<file path="config.mk">
export PLATFORM = sky130hd
export DESIGN_NAME = sala_lookup
export DESIGN_NICKNAME = d
export VERILOG_FILES = /design/src/design/sala_pkg.sv /design/src/design/sala_lookup.sv
export SDC_FILE = /design/constraint.sdc
export NUM_CORES = 1
export LEC_CHECK = 0
export BUFFER_PORTS_ARGS = -buffer_cell sky130_fd_sc_hd__buf_2
export CAP_MARGIN = 20
export CELL_PAD_IN_SITES_DETAIL_PLACEMENT = 0
export CELL_PAD_IN_SITES_GLOBAL_PLACEMENT = 1
export CORE_AREA = 3 3 446 448
export DETAILED_ROUTE_END_ITERATION = 8
export DIE_AREA = 0 0 449 451
export PLACE_DENSITY = 0.39
export SYNTH_ARGS = -nofsm -noshare
export SYNTH_HDL_FRONTEND = slang
export SYNTH_SLANG_ARGS = --single-unit
</file>
<file path="constraint.sdc">
create_clock -name vclk -period 3.1
set_input_delay 0.155 -clock vclk [all_inputs]
set_output_delay 0.155 -clock vclk [all_outputs]
set_load 0.005 [all_outputs]
</file>
<file path="src/design/sala_pkg.sv">
// Shared types, codes and helpers of the set-associative LRU tag store.
package sala_pkg;

  localparam int ADDR_W       = 64;
  localparam int TAG_W        = 64;
  localparam int STAMP_W      = 32;
  localparam int CNT_W        = 32;
  localparam int CMD_W        = 2;
  localparam int CFG_W        = 6;
  localparam int CFG_IDX_W    = 2;
  localparam int SET_BITS_W   = 3;
  localparam int BLOCK_BITS_W = 6;
  localparam int WAYS_CFG_W   = 4;

  // Only a modify is special; every other code is a single access.
  localparam logic [CMD_W-1:0] CMD_MODIFY = 2'd2;

  localparam logic [CFG_IDX_W-1:0] CFG_SET_BITS   = 2'd0;
  localparam logic [CFG_IDX_W-1:0] CFG_BLOCK_BITS = 2'd1;
  localparam logic [CFG_IDX_W-1:0] CFG_WAYS       = 2'd2;

  localparam logic [CNT_W-1:0] CNT_MAX = '1;

  typedef struct packed {
    logic [CMD_W-1:0]  cmd;
    logic [ADDR_W-1:0] address;
  } req_t;

  typedef struct packed {
    logic             hit;
    logic             miss;
    logic             evict;
    logic [CNT_W-1:0] hit_total;
    logic [CNT_W-1:0] miss_total;
    logic [CNT_W-1:0] evict_total;
    logic             last;
  } res_t;

  function automatic logic [CNT_W-1:0] sat_inc(input logic [CNT_W-1:0] v);
    return (v == CNT_MAX) ? v : v + CNT_W'(1);
  endfunction

endpackage

</file>
<file path="src/design/sala_lookup.sv">
// Tag match, empty-way search and line ages over one set row.
module sala_lookup #(
  parameter int WAYS  = 8,
  parameter int WAY_W = 3
) (
  input  logic [WAYS-1:0]                        in_use_i,
  input  logic [sala_pkg::TAG_W-1:0]             tag_i,
  input  logic [WAYS-1:0]                        rd_valid_i,
  input  logic [WAYS-1:0][sala_pkg::STAMP_W-1:0] rd_stamp_i,
  input  logic [WAYS-1:0][sala_pkg::TAG_W-1:0]   rd_tag_i,
  input  logic [sala_pkg::STAMP_W-1:0]           new_stamp_i,
  output logic                                   hit_any_o,
  output logic [WAY_W-1:0]                       hit_way_o,
  output logic                                   empty_any_o,
  output logic [WAY_W-1:0]                       empty_way_o,
  output logic [WAYS-1:0]                        cand_o,
  output logic [WAYS-1:0][sala_pkg::STAMP_W-1:0] age_o
);

  logic [WAYS-1:0] hit_vec;
  logic [WAYS-1:0] empty_vec;

  always_comb begin
    for (int w = 0; w < WAYS; w++) begin
      cand_o[w]    = in_use_i[w] & rd_valid_i[w];
      hit_vec[w]   = cand_o[w] & (rd_tag_i[w] == tag_i);
      empty_vec[w] = in_use_i[w] & ~rd_valid_i[w];
      age_o[w]     = new_stamp_i - rd_stamp_i[w];
    end
    hit_any_o   = |hit_vec;
    empty_any_o = |empty_vec;
    // Walk down so that the lowest matching way wins.
    hit_way_o   = '0;
    empty_way_o = '0;
    for (int w = WAYS - 1; w >= 0; w--) begin
      if (hit_vec[w]) begin
        hit_way_o = WAY_W'(w);
      end
      if (empty_vec[w]) begin
        empty_way_o = WAY_W'(w);
      end
    end
  end

endmodule

</file>
---- After elaboration in Yosys (flattened, before gate mapping) ----
Cells that the tools add are included.
operators by class
  multiplexer cells ....................... 16
  $add $sub $neg .......................... 8
  reduce and logical (&&, ||, !) cells .... 2
  equality and inequality tests ........... 8
  bitwise gates (word level) .............. 32
operators by type and width
  cell              count
  $eq A64 B64 Y1    8
  $sub A32 B32 Y32  8
  $mux W3           16
  $and A1 B1 Y1     24
  $reduce_or A8 Y1  2
  $not A1 Y1        8
word-level totals
  flip-flop bits (word level) ............. 0
  word-level logic and storage cells ...... 66
  bits of input ports ..................... 880

---- Depth between registers and ports, before layout ----
  depth in word-level cells ............... 10
  depth in mapped cells ................... 12

---- Least setup slack after synthesis ----
No wires, ideal clock.
  kind .................................... input -> output
  from .................................... input port new_stamp_i[0] in the netlist's numbering
  to ...................................... output port age_o[63] in the netlist's numbering
  arrival time ............................ 2.626 ns
  stages .................................. 11
  setup slack ............................. 0.319 ns
  cell sequence ........................... inv_1 ha_1 nor2b_4 o31a_1 o41a_1 a31oi_4 o21ai_4 a31oi_1 or4b_1 a2111o_1 o211ai_2
RTL lines
  item                RTL line           RTL
  start: declaration  sala_lookup.sv:11  input logic [sala_pkg::STAMP_W-1:0] new_stamp_i,
  end: declaration    sala_lookup.sv:17  output logic [WAYS-1:0][sala_pkg::STAMP_W-1:0] age_o

==> out/results.tsv <==
metric	value	unit
outcome	finished, violations left	
violated checks	negative setup slack	
vias in the first global route	29345	
Mapped Area	19100	um2
DRT Pass-1 Iters	5	
internal power	3.53	mW
routed wire length per instance	28.8	um
Final setup viols	2	
Avg Synthesized Cell Area	6.90	um2
NetSw	4.30	mW
initial antenna violation count	199	
setup TNS	-0.0755	ns
1st-iter DRT viols	1431	
pre-CTS WS	-0.658	ns
Comb pwr share	1.000	
most common cell after layout, fill and taps aside	buf_2	
# placed instances	7034	
FF+latch area	0	um2
synth warn	0	
Hold Fails Final Rpt	0	
Fin Hold WS	0.653	ns
worst hold start	in_use_i[5]	
Initial Utilization	0.0977	
class of the worst hold path	input port to output port	
total routed wirelength	206000	um
final instance area	34900	um2
Least-Margin Pin Slew	0.805	ns
Worst Path Required	2.94	ns
crit-path max cell delay	0.46	ns
Final GP Congestion	0.916	
arrival time worst endpoint	3.02	ns
VDD IR max	0.0831	mV
share of layout cells above drive strength 1	0.456	
I/O pin cnt	1152	
row count	162	
max_slew headroom	0.458	
Pleak	17.1	nW
Final Cycle Share	1.02	
post-detail-place hpwl	191000	um
Die Y	451	um
largest net degree at the start of global routing	11	
crit path kind	input port to output port	
post-layout net count	5599	
PwrDens	224	nW/um2
Net Sw Frac	0.549	
Routed Antenna Nets	0	
clock buf count	0	
Die Wd	449	um
fmax	0.315	GHz
port bufs	1152	
area of the multi-input gates	19000	um2
setup ws final	-0.0703	ns
Endpoint, Worst Hold	cand_o[5]	
DP Area	32500	um2
Core Util, Final	0.179	
first-pass GRT wire length	264000	um
Final Max Slew Viols	0	
area delta synth->final	83.3	%
DRC	0	
CP Capture Type	output port	
RSZ-0062 raised after global routing	yes	
FFs & Latches	0	
Pwr Total	7.83	mW
total number of vias	28256	
Slowest-stage cell, CP	or4b_4	
post-route minimum period	3.17	ns
core box area	195000	um2
Post-Synthesis Cells	2761	
CP Max Fanout	2	
share of the yosys chip area belonging to registers	0	
startpoint class of the critical path	input port	
cell depth of the worst hold path	4	
Clk pwr share	0	
Yosys cell types	82	
Layout fillers	22739	
total track usage	0.192	
max cap viols	0	
CP Cell Sequence	buf_8 -> inv_4 -> ha_4 -> nor2b_4 -> o31a_1 -> o41a_1 -> a31oi_4 -> o21ai_4 -> a31oi_1 -> buf_4 -> or4b_4 -> a2111o_1 -> o211ai_2 -> buf_2	
vias per cell	3.96	
die area	202000	um2
Flop pwr share	0	
total gr overflow	0	
fin cells	7142	
Net Count, Synth	3897	
commonest non-fill, non-tap cells in the layout	1,101 x buf_2, 600 x buf_4, 379 x inv_1, 377 x xnor2_1, 241 x xor2_1	
-- Yosys cell counts (48+ instances only) --
cell type / n / area [um2]
a21o_1: 92 / 691
inv_1: 385 / 1450
o21ai_0: 108 / 541
nor2_1: 153 / 574
nand4_1: 96 / 601
nor4_1: 73 / 457
nand3_1: 48 / 240
nand2_1: 102 / 383
a21oi_1: 208 / 1040
xor2_1: 243 / 2130
ha_1: 248 / 3100
clkbuf_1: 73 / 274
xnor2_1: 394 / 3450
o21a_1: 49 / 368
-- repair_timing --
| action | CTS | global route |
|---|---|---|
| hold buffers | 0 | 0 |
| setup endpoints to repair | 88 | 70 |
| buffers inserted | 40 | 22 |
| resized for setup | 235 | 188 |
| gates cloned | 0 | 0 |
| pin swaps | 109 | 128 |
-- layout make-up --
class,instances,share of cell area
multi-input cells,2300,0.543
diodes,57,0.00408
well taps,2624,0.0940
repair buffers,1775,0.317
inverters,386,0.0422
-- critical path, delay by kind of cell --
| family | cells | cell delay [ns] |
|---|---|---|
| adders and majority gates | 1 | 0.19 |
| AOI/OAI and AO/OA | 7 | 1.65 |
| and+or+nand+nor | 2 | 0.58 |
| buffers and inverters | 4 | 0.43 |
-- cell families after synthesis --
family / share of synthesized area
AOI/OAI and AO/OA: 0.268
adders and majority gates: 0.171
xor gates and xnor gates: 0.293
buffers and inverters: 0.0909
and+or+nand+nor: 0.177
-- power by group through the flow --
| stage | Combinational [mW] | Clock [mW] | Sequential [mW] |
|---|---|---|---|
| 5_1_grt | 8.43 | 0.00000100 | 0 |
| 2_1_floorplan | 3.11 | 0 | 0 |
| 3_5_place_dp | 7.42 | 0 | 0 |
| 4_1_cts | 7.78 | 0 | 0 |
| 6_report | 7.83 | 0.00000248 | 0 |
| 3_3_place_gp | 7.44 | 0 | 0 |
-- worst max-delay path by stage --
| stage | startpoint | end | slack, ns |
|---|---|---|---|
| floorplan | new_stamp_i[0] | age_o[63] | 0.32 |
| detailed placement | new_stamp_i[0] | age_o[28] | -0.66 |
| global placement | new_stamp_i[0] | age_o[28] | -0.77 |
| global route | new_stamp_i[16] | age_o[63] | -0.17 |
| CTS | rd_stamp_i[33] | age_o[63] | -0.14 |
| finish | rd_stamp_i[33] | age_o[63] | -0.07 |
-- layer usage --
layer  routed length, um  global-route usage  vias up  part of all wire
li1                    -                   -    13249                 -
met1               70100               0.188    13355              0.34
met3                9540              0.0275      408             0.046
met2              117000               0.405     1200              0.57
met4                8680              0.0574       44             0.042
met5                 292                   0        -            0.0014
No activity file was read; power rests on OpenSTA's default activity.
