File: config.mk
export PLATFORM = sky130hd
export DESIGN_NAME = sala_addr_split
export DESIGN_NICKNAME = d
export VERILOG_FILES = /design/src/design/sala_pkg.sv /design/src/design/sala_addr_split.sv
export SDC_FILE = /design/constraint.sdc
export NUM_CORES = 1
export LEC_CHECK = 0
export BUFFER_PORTS_ARGS = -buffer_cell sky130_fd_sc_hd__buf_4
export CORE_AREA = 10 10 132 122
export DETAILED_ROUTE_END_ITERATION = 12
export DIE_AREA = 0 0 142 132
export PLACE_DENSITY = 0.71
export SLEW_MARGIN = 20
export SYNTH_ARGS = -nofsm -noshare
export SYNTH_HDL_FRONTEND = slang
export SYNTH_SLANG_ARGS = --single-unit
File: constraint.sdc
create_clock -name vclk -period 4.4
set_clock_uncertainty 0.2 [all_clocks]
set_input_delay 0.44 -clock vclk [all_inputs]
set_output_delay 0.44 -clock vclk [all_outputs]
set_load 0.02 [all_outputs]
File: src/design/sala_pkg.sv
// Shared types, codes and helpers of the set-associative LRU tag store.
package sala_pkg;

  localparam int ADDR_W       = 64;
  localparam int TAG_W        = 64;
  localparam int STAMP_W      = 32;
  localparam int CNT_W        = 32;
  localparam int CMD_W        = 2;
  localparam int CFG_W        = 6;
  localparam int CFG_IDX_W    = 2;
  localparam int SET_BITS_W   = 3;
  localparam int BLOCK_BITS_W = 6;
  localparam int WAYS_CFG_W   = 4;

  // Only a modify is special; every other code is a single access.
  localparam logic [CMD_W-1:0] CMD_MODIFY = 2'd2;

  localparam logic [CFG_IDX_W-1:0] CFG_SET_BITS   = 2'd0;
  localparam logic [CFG_IDX_W-1:0] CFG_BLOCK_BITS = 2'd1;
  localparam logic [CFG_IDX_W-1:0] CFG_WAYS       = 2'd2;

  localparam logic [CNT_W-1:0] CNT_MAX = '1;

  typedef struct packed {
    logic [CMD_W-1:0]  cmd;
    logic [ADDR_W-1:0] address;
  } req_t;

  typedef struct packed {
    logic             hit;
    logic             miss;
    logic             evict;
    logic [CNT_W-1:0] hit_total;
    logic [CNT_W-1:0] miss_total;
    logic [CNT_W-1:0] evict_total;
    logic             last;
  } res_t;

  function automatic logic [CNT_W-1:0] sat_inc(input logic [CNT_W-1:0] v);
    return (v == CNT_MAX) ? v : v + CNT_W'(1);
  endfunction

endpackage

File: src/design/sala_addr_split.sv
// Splits a byte address into set index and tag under the current geometry.
module sala_addr_split #(
  parameter int MAX_SET_BITS = 6,
  parameter int SET_W        = 6
) (
  input  logic [sala_pkg::ADDR_W-1:0]       address_i,
  input  logic [sala_pkg::SET_BITS_W-1:0]   set_bits_i,
  input  logic [sala_pkg::BLOCK_BITS_W-1:0] block_bits_i,
  output logic [SET_W-1:0]                  set_o,
  output logic [sala_pkg::TAG_W-1:0]        tag_o
);

  localparam int SB_W  = $clog2(MAX_SET_BITS + 1) + 1;
  localparam int MSK_W = SET_W + 1;
  localparam int SH_W  = sala_pkg::BLOCK_BITS_W + 1;

  logic [SB_W-1:0]             sb;
  logic [sala_pkg::ADDR_W-1:0] set_src;
  logic [MSK_W-1:0]            mask;
  logic [SH_W-1:0]             tag_shift;

  always_comb begin
    if (SB_W'(set_bits_i) > SB_W'(MAX_SET_BITS)) begin
      sb = SB_W'(MAX_SET_BITS);
    end else begin
      sb = SB_W'(set_bits_i);
    end
    set_src   = address_i >> block_bits_i;
    mask      = (MSK_W'(1) << sb) - MSK_W'(1);
    set_o     = set_src[SET_W-1:0] & mask[SET_W-1:0];
    tag_shift = SH_W'(block_bits_i) + SH_W'(sb);
    // A shift of 64 or more leaves nothing of the address.
    if (tag_shift >= SH_W'(sala_pkg::ADDR_W)) begin
      tag_o = '0;
    end else begin
      tag_o = address_i >> tag_shift[SH_W-2:0];
    end
  end

endmodule

# Yosys cells after proc, flatten, opt, wreduce, memory -nomap -nowiden
# Cells that the tools add are included.
word_totals:
  reg_bits: 0
  word_cells: 10
  input_bits: 73
  out_inout_bits: 70
classes:
  addsub: 2
  n_bitwise: 1
  magnitude_cmp: 2
  n_mux: 2
  shifts: 3
ops:
  columns: ["op", "n"]
  rows:
  - ["two-way mux 64 bit", 1]
  - [">> shifter 64 x 6 -> 6 bit", 1]
  - [">> shifter 64 x 6 -> 64 bit", 1]
  - ["adder 6 x 4 -> 7 bit", 1]
  - [">= comparator 7 bit (second input constant)", 1]
  - ["AND 6 bit", 1]
  - ["left shift 1 x 3 -> 6 bit (first input constant)", 1]
  - ["subtractor 6 x 2 -> 6 bit (second input constant)", 1]
  - ["> comparator 3 bit (second input constant)", 1]
  - ["two-way mux 3 bit", 1]

# Depth between registers and ports, before layout
# Gate-level depths: netlist of run 1.
logic_depth:
  word_depth: 5
  depth_mapped: 13

# Worst setup path after synthesis of run 1
# Ideal clock, no wire load.
synth_timing:
  kind: "input port to output port"
  start: "in set_bits_i[1] (netlist name)"
  end: "out tag_o[38] (netlist name)"
  stages: 13
  arrival_time_ns: 3.001
  t_required_ns: 3.760
  setup_slack_ns: 0.759
  path_buffers: 3
  path_cell_list: "nand2_1 -> and2_1 -> ha_1 -> fa_1 -> buf_2 -> buf_4 -> buf_4 -> mux2i_1 -> mux2i_1 -> mux2i_1 -> mux2i_1 -> nor2_1 -> a211oi_1"
synth_between:
  elab_chain_cells: 5
  word_cells_on_any_way: 6
  classes_between: "add/sub: 1; order compare: 2; shift: 1; mux: 2"
synth_lines:
  columns: ["element", "line_no", "text"]
  rows:
  - ["start: declaration", "sala_addr_split.sv:7", "input logic [sala_pkg::SET_BITS_W-1:0] set_bits_i,"]
  - ["> comparator 3 bit", "sala_addr_split.sv:23", "if (SB_W'(set_bits_i) > SB_W'(MAX_SET_BITS)) begin"]
  - ["two-way mux 3 bit (*)", "sala_addr_split.sv:23", null]
  - ["adder 6 x 4 -> 7 bit (*)", "sala_addr_split.sv:31", "tag_shift = SH_W'(block_bits_i) + SH_W'(sb);"]
  - [">> shifter 64 x 6 -> 64 bit / >= comparator 7 bit (equally long branches)", "sala_addr_split.sv:36, sala_addr_split.sv:33", null]
  - ["two-way mux 64 bit (*)", "sala_addr_split.sv:33", "if (tag_shift >= SH_W'(sala_pkg::ADDR_W)) begin"]
  - ["end: declaration", "sala_addr_split.sv:10", "output logic [sala_pkg::TAG_W-1:0] tag_o"]
# Every way passes the cells marked *; elsewhere a longest branch is shown, timed or not.

# Final worst setup path of run 1
layout_timing:
  start: "in set_bits_i[1] (netlist name)"
  end: "out tag_o[4] (netlist name)"
# The elaborated chain is that of the path after synthesis.

==> results of run 1 <==
-- cell usage in the layout (no fill, tap or decap), types with 4 or more instances in the layout --
cell / Yosys / layout
and3_1: 4 / 4
xnor2_2: 4 / 4
buf_12: 0 / 5
o21ai_0: 17 / 17
nor2_1: 32 / 32
nor3_1: 15 / 15
nand2_1: 120 / 120
mux4_2: 73 / 73
nand3_1: 12 / 12
and2_1: 14 / 14
mux2i_1: 198 / 192
a211oi_1: 12 / 12
buf_4: 18 / 166
inv_1: 5 / 5
o2111ai_1: 6 / 6
a31oi_1: 5 / 5
nor2b_1: 4 / 4
o22ai_1: 4 / 4
a22oi_1: 25 / 25
mux2_2: 19 / 19
mux2i_2: 2 / 8
o211ai_1: 15 / 15
o221ai_1: 7 / 7
a21oi_1: 35 / 35
-- cells by family after synthesis --
family | Yosys count
multiplexers | 292
AND/OR/NAND/NOR | 211
AO/OA/AOI/OAI | 158
buffers and inverters | 84
XOR/XNOR | 6
adder cells (fa/ha/maj) | 4
-- metal layers --
| layer | routed length, um | track usage | vias to the layer above | part of all wire |
|---|---|---|---|---|
| li1 | - | - | 3162 | - |
| met1 | 10770 | 0.3618 | 3467 | 0.41 |
| met2 | 12320 | 0.4191 | 473 | 0.47 |
| met3 | 2864 | 0.05187 | 34 | 0.11 |
| met4 | 427 | 0.04200 | 0 | 0.016 |
| met5 | 0 | 0 | - | 0 |
-- metrics by stage --
stage               utilization  worst slack, ps  setup TNS [ps]  cell area [um2]
floorplan                     -            759.0               0             6531
global placement         0.5798            216.7               0             7661
detailed placement       0.5798            122.2               0             7661
CTS                      0.5798            110.3               0             7661
global route             0.5815           -30.06          -30.06             7684
finish                   0.5815            87.26               0             7684
-- worst max-delay path, delay by kind of cell --
kind	cells	cell delay, ps
compound gates	1	200
fa+ha+maj	2	960
buf+inv	3	540
mux	4	1080
simple gates	3	400
-- layout make-up --
cell class / instances / area [um2] / share of cell area
Timing Repair Buffer: 171 / 1346 / 0.1752
Multi-Input combinational cell: 671 / 6101 / 0.7940
Tap cell: 168 / 210.2 / 0.02736
Inverter: 7 / 26.28 / 0.003420
-- timing repair --
| item | 4_1_cts | 5_1_grt |
|---|---|---|
| resized for setup | 0 | 6 |
| setup endpoints to repair | 0 | 8 |
| hold endpoints to repair | 0 | 0 |
-- power by group through the flow --
stage / clock (W) / sequential [W] / combinational [W]
final: 0 / 0 / 0.00201
after global routing: 0 / 0 / 0.00214
after CTS: 0 / 0 / 0.00197
after detailed placement: 0 / 0 / 0.00197
after global placement: 0 / 0 / 0.00194
after floorplan: 0 / 0 / 0.00132
-- worst paths after layout --
check / end / cells past startpoint / startpoint
worst max-delay path: tag_o[4] / 13 / set_bits_i[1]
worst min-delay path: set_o[3] / 4 / set_bits_i[2]
==> impl_metrics.toml, run 1 <==
[synth]
synth_area_leaders = "mux2i_1 (30%), mux4_2 (25%), nand2_1 (6.9%), mux2_2 (3.3%), a22oi_1 (2.9%)"
yosys.area_share.xor_xnor = 0.01264
synth_simple_gate_area_frac = 0.1410
synth_compound_area_frac = 0.1680
syn_nets = 832
synth_most_common_cell = "mux2i_1"
synth_fa_ha_area_frac = 0.008812
synthesis.area_mm2 = 0.006531
syn_avg_cell_area_um2 = 8.651
netlist_top_cells_count = "mux2i_1 (198), nand2_1 (120), mux4_2 (73)"
synth_top_family_by_area = "multiplexers"
yosysTopAreaCell = "mux2i_1"
synth.area.mux_share = 0.5921
yosysTopAreaCellShare = 0.3034
yosysWarnings = 0
synth_cells = 755
ys_seq_area_frac = 0
synth_cell_types = 59

[detailed_routing]
dr.pass1.iters = 6
drc_errors = 0
wl_per_cell_um = 25.93
vias = 7136
antenna_left = 0
drt_iter0_markers = 816
viasPerCell = 7.017
drt_wl_total_um = 26380

[floorplanning]
fp.dieArea_mm2 = 0.01874
pin_count = 143
rows = 40
core_area_mm2 = 0.01321
die_w_um = 142
start_util = 0.4943
die_h_um = 132

[layout]
clkbuf_count = 0
n_sequential_cell = 0
regArea_um2 = 0
final_cells = 1017
n_antenna_cell = 0
n_fill_cell = 1188
final_layout_size_suffix_gt1_frac = 0.3392
final_nets = 928
syn_to_final_growth_pct = 17.64

[grt]
grt_max_degree = 60
globalRoute.totalOverflow = 0
grtUsageTotal = 0.2629
grt_pass1_wl_um = 40650
grt_pass1_vias = 6920
antenna_found_initial = 0

[timing]
max-slew-margin-rel = 0.2202
report.final.slew_viol_count = 0
rsz0062_at_grt = "true"
max_freq_mhz = 231.9
fin_crit_sh = 0.9802
min_period_ps = 4313
final-setup-viol-count = 0
whs_ps = 1123
hold_viol_final = 0
worstMarginPinSlew_ps = 1170

[placed_design]
gp_congestion = 0.9841
hpwl_um = 20980
place_inst = 1017
io_buffer_count = 143

[clocking]
cts_hold_buf = 0
post_cts_buffers = 0

[setup_path]
cp_max_fo = 35
cp_cell_sequence = "buf_4 > nand2_1 > and2_1 > ha_4 > fa_4 > buf_12 > mux2i_1 > mux2i_1 > mux2i_1 > mux2i_1 > a22oi_1 > nand3_1 > buf_4"
worstSetupPathType = "in -> out"
critPathMaxStageDelay_ps = 800
cp-end-kind = "primary output"
cpMostUsedCell = "mux2i_1"
crit_arrival_ps = 3670
worstSetupStartpointType = "primary input"
crit_slowest_cell = "fa_4"
worstPathRequired_ps = 3760

[pwr]
intPower_w = 0.0008433
cellPowerDensity_mw_per_mm2 = 261.9
switchingPower_w = 0.001169
pwr-share-comb = 1.000
peakVddDrop_mv = 0.1748
p_clk_frac = 0
swShare = 0.5810
finalPower_w = 0.002012
seqPwrFrac = 0
leakagePower_nw = 3.394

[run]
drv_cap = 0

[hold_path]
hold_class = "in -> out"

[run_status]
run_status = "finished, final reports clean"
(Power assumes the default switching activity.)
==> inputs of run 2 (changes only) <==
--- a/config.mk
+++ b/config.mk
@@ -5,11 +5,12 @@
 export SDC_FILE = /design/constraint.sdc
 export NUM_CORES = 1
 export LEC_CHECK = 0
-export BUFFER_PORTS_ARGS = -buffer_cell sky130_fd_sc_hd__buf_4
-export CORE_AREA = 10 10 132 122
+export CORE_AREA = 10 10 126 117
 export DETAILED_ROUTE_END_ITERATION = 12
-export DIE_AREA = 0 0 142 132
-export PLACE_DENSITY = 0.71
+export DIE_AREA = 0 0 136 127
+export DONT_BUFFER_PORTS = 1
+export PLACE_DENSITY = 0.67
+export SETUP_SLACK_MARGIN = 0.2
 export SLEW_MARGIN = 20
 export SYNTH_ARGS = -nofsm -noshare
 export SYNTH_HDL_FRONTEND = slang
==> impl_metrics.toml, run 2 (synthesized netlist as in run 1, its figures left out) <==
[layout]
final_layout_size_suffix_gt1_frac = 0.2527
n_fill_cell = 1128
final_nets = 815
final_common_cell = "mux2i_1"
n_antenna_cell = 0
n_sequential_cell = 0
final_area_mm2 = 0.006883
regArea_um2 = 0
syn_to_final_growth_pct = 5.383
final_cell_mix = "mux2i_1 (185), nand2_1 (120), mux4_2 (73)"
clkbuf_count = 0

[floorplanning]
die_h_um = 127
fp.dieArea_mm2 = 0.01727
die_w_um = 136
pin_count = 143
core_area_mm2 = 0.01225
rows = 39
start_util = 0.5333

[placed_design]
io_buffer_count = 0
hpwl_um = 19100
gp_congestion = 1.000
placed_area_mm2 = 0.006745
place_ws_ps = 68.43

[pwr]
cellPowerDensity_mw_per_mm2 = 259.3
leakagePower_nw = 2.828
finalPower_w = 0.001785
peakVddDrop_mv = 0.1187

[detailed_routing]
wl_per_cell_um = 27.27
drt_wl_total_um = 24540
vias = 6669
drt_iter0_markers = 886
antenna_left = 0
viasPerCell = 7.410
drc_errors = 0
dr.pass1.iters = 5

[timing]
hold_viol_final = 0
final-setup-viol-count = 0
tns_ps = 0
fin_ws_ps = 291.6
worstMarginPinSlew_ps = 947.0
max-slew-margin-rel = 0.3656
fin_crit_sh = 0.9337
rsz0062_at_grt = "true"
report.final.slew_viol_count = 0
max_freq_mhz = 243.4
min_period_ps = 4108

[setup_path]
worstSetupPathType = "in -> out"
cp_max_fo = 12
cp-end-kind = "primary output"
crit_arrival_ps = 3470
worstSetupStartpointType = "primary input"
worstPathRequired_ps = 3760

[grt]
antenna_found_initial = 0
grt_pass1_wl_um = 37040
grt_max_degree = 77
grtUsageTotal = 0.2626
grt_pass1_vias = 6387
globalRoute.totalOverflow = 0

[run]
drv_cap = 0

[run_status]
run_status = "finished, final reports clean"

[hold_path]
hold_class = "in -> out"
[run 2: worst max-delay path, cell delays in order]
cell and delay [ps]:
nand2_1 70, and2_1 190, ha_4 170, fa_4 850
buf_4 240, mux4_2 370, mux2i_1 300, mux2i_1 210
a22oi_1 250, o221ai_1 180, buf_4 190
[run 2: final cells by class]
class | count | area, um2 | area share
Timing Repair Buffer | 58 | 498.0 | 0.07235
Inverter | 7 | 26.28 | 0.003817
Tap cell | 164 | 205.2 | 0.02981
Multi-Input combinational cell | 671 | 6153 | 0.8940
[run 2: path summary, 6_finish.rpt]
kind              slack [ps]  cells after the start            start       end
setup / recovery         290                     11    set_bits_i[1]  tag_o[3]
hold / removal           820                      1  block_bits_i[5]  set_o[5]
[run 2: where the power goes]
group / internal [W] / switching, W
Clock: 0 / 0
Combinational: 0.000734 / 0.00105
Sequential: 0 / 0
[run 2: layer usage]
layer	GRT usage	wire, um	vias to the layer above
met3	0.08934	3290	46
met1	0.3263	9171	3217
met5	0	0	-
li1	-	-	2945
met2	0.4371	11640	461
met4	0.04571	437	0
[run 2: per-stage QoR]
step,instances,hold WS (ps),util
2_1_floorplan,755,865.6,-
3_3_place_gp,893,817.9,0.5507
3_5_place_dp,893,820.1,0.5507
4_1_cts,896,818.6,0.5542
5_1_grt,900,819.0,0.5620
6_report,900,815.9,0.5620
[run 2: what timing repair did]
action	4_1_cts	5_1_grt
buffers inserted	3	4
hold buffers	0	0
setup endpoints to repair	13	11
pin swaps	1	1
gates resized for setup	2	16
